File: config.mk
export PLATFORM = sky130hd
export DESIGN_NAME = ordered_array_list
export DESIGN_NICKNAME = d
export VERILOG_FILES = /design/src/hw/rtl/oal_pkg.sv /design/src/hw/rtl/oal_cell.sv /design/src/hw/rtl/ordered_array_list.sv
export SDC_FILE = /design/constraint.sdc
export NUM_CORES = 2
export LEC_CHECK = 0
export BUFFER_PORTS_ARGS = -buffer_cell sky130_fd_sc_hd__buf_4
export CORE_MARGIN = 2
export CORE_UTILIZATION = 40
export CTS_CLUSTER_SIZE = 10
export DETAILED_ROUTE_END_ITERATION = 10
export PLACE_DENSITY_LB_ADDON = 0.25
export SLEW_MARGIN = 20
export SYNTH_ARGS = -nofsm -noshare
export SYNTH_HDL_FRONTEND = slang
export SYNTH_SLANG_ARGS = --single-unit
File: constraint.sdc
create_clock -name aclk -period 7.8 [get_ports aclk]
set_input_delay 0.78 -clock aclk [delete_from_list [all_inputs] [get_ports aclk]]
set_output_delay 0.78 -clock aclk [all_outputs]
set_load 0.005 [all_outputs]
File: src/hw/rtl/oal_pkg.sv
`timescale 1ns / 1ps
// ----------------------------------------------------------------------------
// oal_pkg
// Types and constants shared by the ordered array list and its cells.
// ----------------------------------------------------------------------------
package oal_pkg;

    // list capacity
    localparam int DEPTH = 16;

    // widths
    localparam int WORD_W = 32;
    localparam int POS_W  = 5;
    localparam int IDX_W  = (DEPTH > 1) ? $clog2(DEPTH) : 1;
    localparam int LEN_W  = $clog2(DEPTH + 1);
    localparam int CMP_W  = ((POS_W > LEN_W) ? POS_W : LEN_W) + 1;

    typedef logic signed [WORD_W-1:0] word_t;
    typedef logic [IDX_W-1:0]         idx_t;
    typedef logic [LEN_W-1:0]         len_t;
    typedef logic [CMP_W-1:0]         cmp_t;

    // operation codes
    typedef enum logic [1:0] {
        OP_INSERT = 2'd0,
        OP_DELETE = 2'd1,
        OP_GET    = 2'd2,
        OP_LOCATE = 2'd3
    } op_t;

    // control states
    typedef enum logic {
        ST_IDLE = 1'b0,
        ST_SCAN = 1'b1
    } st_t;

    // broadcast from the controller to every cell
    typedef struct packed {
        logic  ins;
        logic  del;
        idx_t  idx;
        word_t value;
    } cell_ctl_t;

endpackage

File: src/hw/rtl/oal_cell.sv
`timescale 1ns / 1ps
// ----------------------------------------------------------------------------
// oal_cell
// One list slot: holds a word, shifts from a neighbor on insert or delete,
// and compares its word against the broadcast value.
// ----------------------------------------------------------------------------
module oal_cell
    import oal_pkg::*;
(
    input  logic      aclk,
    input  idx_t      cell_idx,
    input  cell_ctl_t ctl,
    input  word_t     left_word,
    input  word_t     right_word,
    output word_t     word,
    output logic      match
);

    word_t word_reg;
    word_t word_next;

    // slot update: load, take from the lower slot, or take from the upper slot
    always_comb begin
        word_next = word_reg;
        if (ctl.ins) begin
            if (cell_idx == ctl.idx) begin
                word_next = ctl.value;
            end else if (cell_idx > ctl.idx) begin
                word_next = left_word;
            end
        end else if (ctl.del && (cell_idx >= ctl.idx)) begin
            word_next = right_word;
        end
    end

    always_ff @(posedge aclk) begin
        word_reg <= word_next;
    end

    // local compare for locate
    assign word  = word_reg;
    assign match = (word_reg == ctl.value);

endmodule

File: src/hw/rtl/ordered_array_list.sv
// Insert, delete and get: the result is loaded into the output register as the item is
// accepted; one item per cycle while the result side keeps taking them.
// Locate: the result comes from the one-slot-per-cycle scan over the registered match
// flags, which stops at the first match or the last slot; no item is taken meanwhile.
// Synchronous active-low reset empties the list; slot words are not cleared.
`timescale 1ns / 1ps
// ----------------------------------------------------------------------------
// ordered_array_list
// Ordered list of signed words built as a row of shifting cells.
// ----------------------------------------------------------------------------
module ordered_array_list
    import oal_pkg::*;
(
    input  logic                     aclk,
    input  logic                     aresetn,
    input  logic                     s_valid,
    output logic                     s_ready,
    input  logic [1:0]               s_operation,
    input  logic [POS_W-1:0]         s_position,
    input  logic signed [WORD_W-1:0] s_value,
    output logic                     m_valid,
    input  logic                     m_ready,
    output logic                     m_ok,
    output logic signed [WORD_W-1:0] m_word_out,
    output logic [POS_W-1:0]         m_found_position,
    output logic [POS_W-1:0]         m_count
);

    st_t  state_reg, state_next;
    len_t len_reg, len_next;
    idx_t scan_idx_reg, scan_idx_next;
    logic [DEPTH-1:0] match_reg;
    logic [DEPTH-1:0] cell_match;
    word_t cell_word [DEPTH];

    logic             m_valid_reg;
    logic             m_ok_reg;
    word_t            m_word_reg;
    logic [POS_W-1:0] m_pos_reg;
    logic [POS_W-1:0] m_count_reg;

    op_t       op;
    cmp_t      pos_ext, len_ext;
    idx_t      acc_idx;
    logic      accept, ins_ok, rd_ok;
    logic      scan_hit, scan_last, scan_done;
    logic      load_imm;
    logic      imm_ok;
    word_t     imm_word;
    word_t     rd_word;
    cell_ctl_t ctl;

    // request decode
    assign op      = op_t'(s_operation);
    assign pos_ext = CMP_W'(s_position);
    assign len_ext = CMP_W'(len_reg);
    assign acc_idx = IDX_W'(pos_ext - CMP_W'(1));
    assign accept  = s_valid && s_ready;
    assign ins_ok  = (s_position != '0) && (pos_ext <= len_ext + CMP_W'(1))
                     && (len_ext < CMP_W'(DEPTH));
    assign rd_ok   = (s_position != '0) && (pos_ext <= len_ext);
    assign rd_word = cell_word[acc_idx];

    // broadcast to the cells
    always_comb begin
        ctl.ins   = accept && (op == OP_INSERT) && ins_ok;
        ctl.del   = accept && (op == OP_DELETE) && rd_ok;
        ctl.idx   = acc_idx;
        ctl.value = s_value;
    end

    // row of cells, each fed by its neighbors (zero past either end)
    for (genvar i = 0; i < DEPTH; i++) begin : g_cell
        word_t left_w, right_w;
        if (i == 0) begin : g_first
            assign left_w = '0;
        end else begin : g_left
            assign left_w = cell_word[i-1];
        end
        if (i == DEPTH - 1) begin : g_last
            assign right_w = '0;
        end else begin : g_right
            assign right_w = cell_word[i+1];
        end
        oal_cell u_cell (
            .aclk       (aclk),
            .cell_idx   (idx_t'(i)),
            .ctl        (ctl),
            .left_word  (left_w),
            .right_word (right_w),
            .word       (cell_word[i]),
            .match      (cell_match[i])
        );
    end

    // result of an item that finishes at acceptance
    always_comb begin
        imm_ok   = 1'b0;
        imm_word = '0;
        len_next = len_reg;
        case (op)
            OP_INSERT: begin
                imm_ok = ins_ok;
                if (ins_ok) begin
                    len_next = len_reg + len_t'(1);
                end
            end
            OP_DELETE: begin
                imm_ok = rd_ok;
                if (rd_ok) begin
                    imm_word = rd_word;
                    len_next = len_reg - len_t'(1);
                end
            end
            OP_GET: begin
                imm_ok = rd_ok;
                if (rd_ok) begin
                    imm_word = rd_word;
                end
            end
            default: begin
                imm_ok = 1'b0;
            end
        endcase
    end

    // scan status
    assign scan_hit  = match_reg[scan_idx_reg];
    assign scan_last = (CMP_W'(scan_idx_reg) + CMP_W'(1)) == len_ext;

    // next state
    always_comb begin
        state_next = state_reg;
        case (state_reg)
            ST_IDLE: begin
                if (accept && (op == OP_LOCATE) && (len_reg != '0)) begin
                    state_next = ST_SCAN;
                end
            end
            ST_SCAN: begin
                if (scan_hit || scan_last) begin
                    state_next = ST_IDLE;
                end
            end
            default: begin
                state_next = ST_IDLE;
            end
        endcase
    end

    // state outputs
    always_comb begin
        s_ready       = 1'b0;
        scan_done     = 1'b0;
        load_imm      = 1'b0;
        scan_idx_next = scan_idx_reg;
        case (state_reg)
            ST_IDLE: begin
                s_ready       = !m_valid_reg || m_ready;
                load_imm      = s_valid && s_ready
                                && ((op != OP_LOCATE) || (len_reg == '0));
                scan_idx_next = '0;
            end
            ST_SCAN: begin
                scan_done     = scan_hit || scan_last;
                scan_idx_next = scan_idx_reg + idx_t'(1);
            end
            default: begin
                s_ready = 1'b0;
            end
        endcase
    end

    // control registers
    always_ff @(posedge aclk) begin
        if (!aresetn) begin
            state_reg   <= ST_IDLE;
            len_reg     <= '0;
            m_valid_reg <= 1'b0;
        end else begin
            state_reg <= state_next;
            if (accept) begin
                len_reg <= len_next;
            end
            if (load_imm || scan_done) begin
                m_valid_reg <= 1'b1;
            end else if (m_ready) begin
                m_valid_reg <= 1'b0;
            end
        end
    end

    // scan pointer, match flags and result payload
    always_ff @(posedge aclk) begin
        scan_idx_reg <= scan_idx_next;
        if (accept && (op == OP_LOCATE)) begin
            match_reg <= cell_match;
        end
        if (load_imm) begin
            m_ok_reg    <= imm_ok;
            m_word_reg  <= imm_word;
            m_pos_reg   <= '0;
            m_count_reg <= POS_W'(len_next);
        end else if (scan_done) begin
            m_ok_reg    <= scan_hit;
            m_word_reg  <= '0;
            m_pos_reg   <= scan_hit ? POS_W'(CMP_W'(scan_idx_reg) + CMP_W'(1)) : '0;
            m_count_reg <= POS_W'(len_reg);
        end
    end

    assign m_valid          = m_valid_reg;
    assign m_ok             = m_ok_reg;
    assign m_word_out       = m_word_reg;
    assign m_found_position = m_pos_reg;
    assign m_count          = m_count_reg;

endmodule

==> run summary <==
Status = finished, final reports clean
CP Launch Type = flop
Final Hold Violating Endpoints = 0
DP Wirelength = 96000 um
Hold crit path type = primary input to flop
Clk_skew = 17.6 ps
Mean Syn Cell Area = 11.1 um^2
Sequential share of power = 0.451
Final #Nets = 3428
Post-Syn Area = 38900 um^2
Row count = 114
Count of cell types in the netlist = 69
Lkg Pwr = 17.1 nW
Syn nets = 3560
Chip Width = 316 um
DP Cell Count = 4564
Gpl congestion = 0.954
Fmax = 0.201 GHz
Residual DRC count = 0
ANT nets after route = 0
Most common cell in the netlist = edfxtp_1
P_sw = 2.25 mW
Area grow syn2layout = 8.99%
FFs w/ async S/R, synth = 0
PortBufs = 87
Skew-Pair Late Insertion Delay = 630 ps
Post_cts resized = 0
Sequential share of the synthesized area = 0.445
Cell taking the most area after synthesis = edfxtp_1
Switching portion of total power = 0.279
CTS tree = built
Global-route wire length before repair = 194000 um
Detailed Route Iter0 Violations = 3733
Number of clock sinks = 582
Placed inst area = 40200 um^2
Hold Worst Slack = 381 ps
Setup violations, final = 0
Initial antenna violation count = 4
Synth area leaders = edfxtp_1, xor2_1, mux2i_1, mux4_2, a21oi_1
Crit-path max FO = 33
TritonCTS buffer count = 73
Cell-internal power = 5.81 mW
Clock transition at path regs = 60 ps
Power Dens Cells = 190 nW/um^2
Synth Flop Type = edfxtp_1
CTS Buffer Depth = 3
Post-synth top cells = edfxtp_1, xor2_1, a21oi_1, nor2_1, mux2i_1
Vias per cell = 6.02
DR pass1 iterations = 5
Largest register FFs = 512
Floorplan Core Area = 96600 um^2
Number of flops mapped to enable cells by yosys = 566
Gr ovfl total = 0
CP endpoint kind = flop
Slew of the pin with the lowest slew margin = 1170 ps
H-tree levels = 3
I/O pin count = 88
Max-Cap Viols = 0
CTS root buf = clkbuf_16
Post-CTS Setup Inserts = 0
Number of global-route vias before repair = 26500
Total track usage = 0.268
Synth top area share = 0.437
Synth Instances = 3496
Final Max Tran Viols = 0
Post-CTS Hold Fix Bufs = 0
Final std cells w/o fill = 4685
Fin crit period = 4980 ps
Wire per inst = 29.1 um
RSZ-0062 raised after global routing = no
Ratio of final minimum period to clock period = 0.638
Logic pwr share = 0.152
Worst IR Drop VDD = 0.000150 V
Arrival @ worst endpoint = 5220 ps
Via count = 28200
WS Path Type = flop to flop
Flops & latches, synth = 582
Layout cells sized above 1 = 0.127
Largest net degree at the start of global routing = 233
Overall power = 8.06 mW
Die footprint = 99800 um^2
Chip Height = 316 um
Starting Density = 0.403
Power share of the clock group = 0.397
Worst EP required = 8040 ps
Setup_tns = 0 ps
Max_slew headroom = 0.216
Routed wire length = 136000 um
Final Instance Area = 42400 um^2
Warnings from Yosys = 0
-- power by group through the flow --
stage          clock network, mW  logic [mW]  registers (mW)
2_1_floorplan                  0       0.800            3.65
3_3_place_gp                   0        1.20            3.69
3_5_place_dp                   0        1.21            3.69
4_1_cts                     3.25        1.21            3.63
5_1_grt                     3.35        1.29            3.64
6_report                    3.20        1.23            3.63
-- layer usage --
metal / GRT usage / wire (um) / up-vias
met2: 0.396 / 60200 / 1475
li1: - / - / 12600
met4: 0.138 / 7790 / 2
met5: 0 / 13 / -
met3: 0.0437 / 11300 / 248
met1: 0.380 / 56900 / 13900
-- kinds of logic after synthesis --
family          count (synthesis)  synth area share
simple gates                  816            0.0953
mux                           614             0.211
compound gates                583            0.0827
flops                         582             0.445
xor+xnor                      524             0.119
buf+inv                       356            0.0406
fa+ha+maj                      21           0.00675
-- path summary, 6_finish.rpt --
path / slack, ps / to / cells past startpoint / startpoint
setup / recovery: 2820 / g_cell[0].u_cell.word[16] / 13 / len_reg[0]
hold / removal: 380 / len_reg[3] / 2 / aresetn
setup reg to reg: 2820 / g_cell[0].u_cell.word[16] / 13 / len_reg[0]
hold reg to reg: 490 / m_found_position[0] / 1 / m_found_position[0]
-- cell usage in the layout (no fill, tap or decap), types with 35 or more instances in the layout --
cell       count
a21oi_1      491
a22o_1        35
buf_4        125
clkbuf_16     78
edfxtp_1     566
mux2i_1      448
mux4_2       165
nand2_1       76
nand4_1       36
nor2_1       481
nor4_1       128
xor2_1       514
-- per-stage QoR --
step,utilization,worst slack [ps]
CTS,0.439,2900
global route,0.439,2550
finish,0.439,2820
floorplan,-,2160
detailed placement,0.417,2510
global placement,0.417,2540
-- area by class of cell --
type / instances / area [um^2]
Inverter: 19 / 71.3
Sequential cell: 582 / 17300
Clock inverter: 15 / 68.8
Timing Repair Buffer: 130 / 1030
Multi-Input combinational cell: 2558 / 20200
Antenna cell: 2 / 5.00
Tap cell: 1276 / 1600
Clock buffer: 103 / 2070
Fill cell: 9129 / 54200
-- worst max-delay path, stage by stage, from the launching register on --
cell     delay [ps]
dfxtp_1         470
inv_1           190
nor3_1          440
xnor2_1         210
ha_1            280
a21o_1          190
a21oi_1         240
a32oi_2         200
nor2_1          430
o21ai_4         100
buf_4           250
inv_1           100
buf_4           470
and3_2          960
No activity file was read; power rests on OpenSTA's default activity.
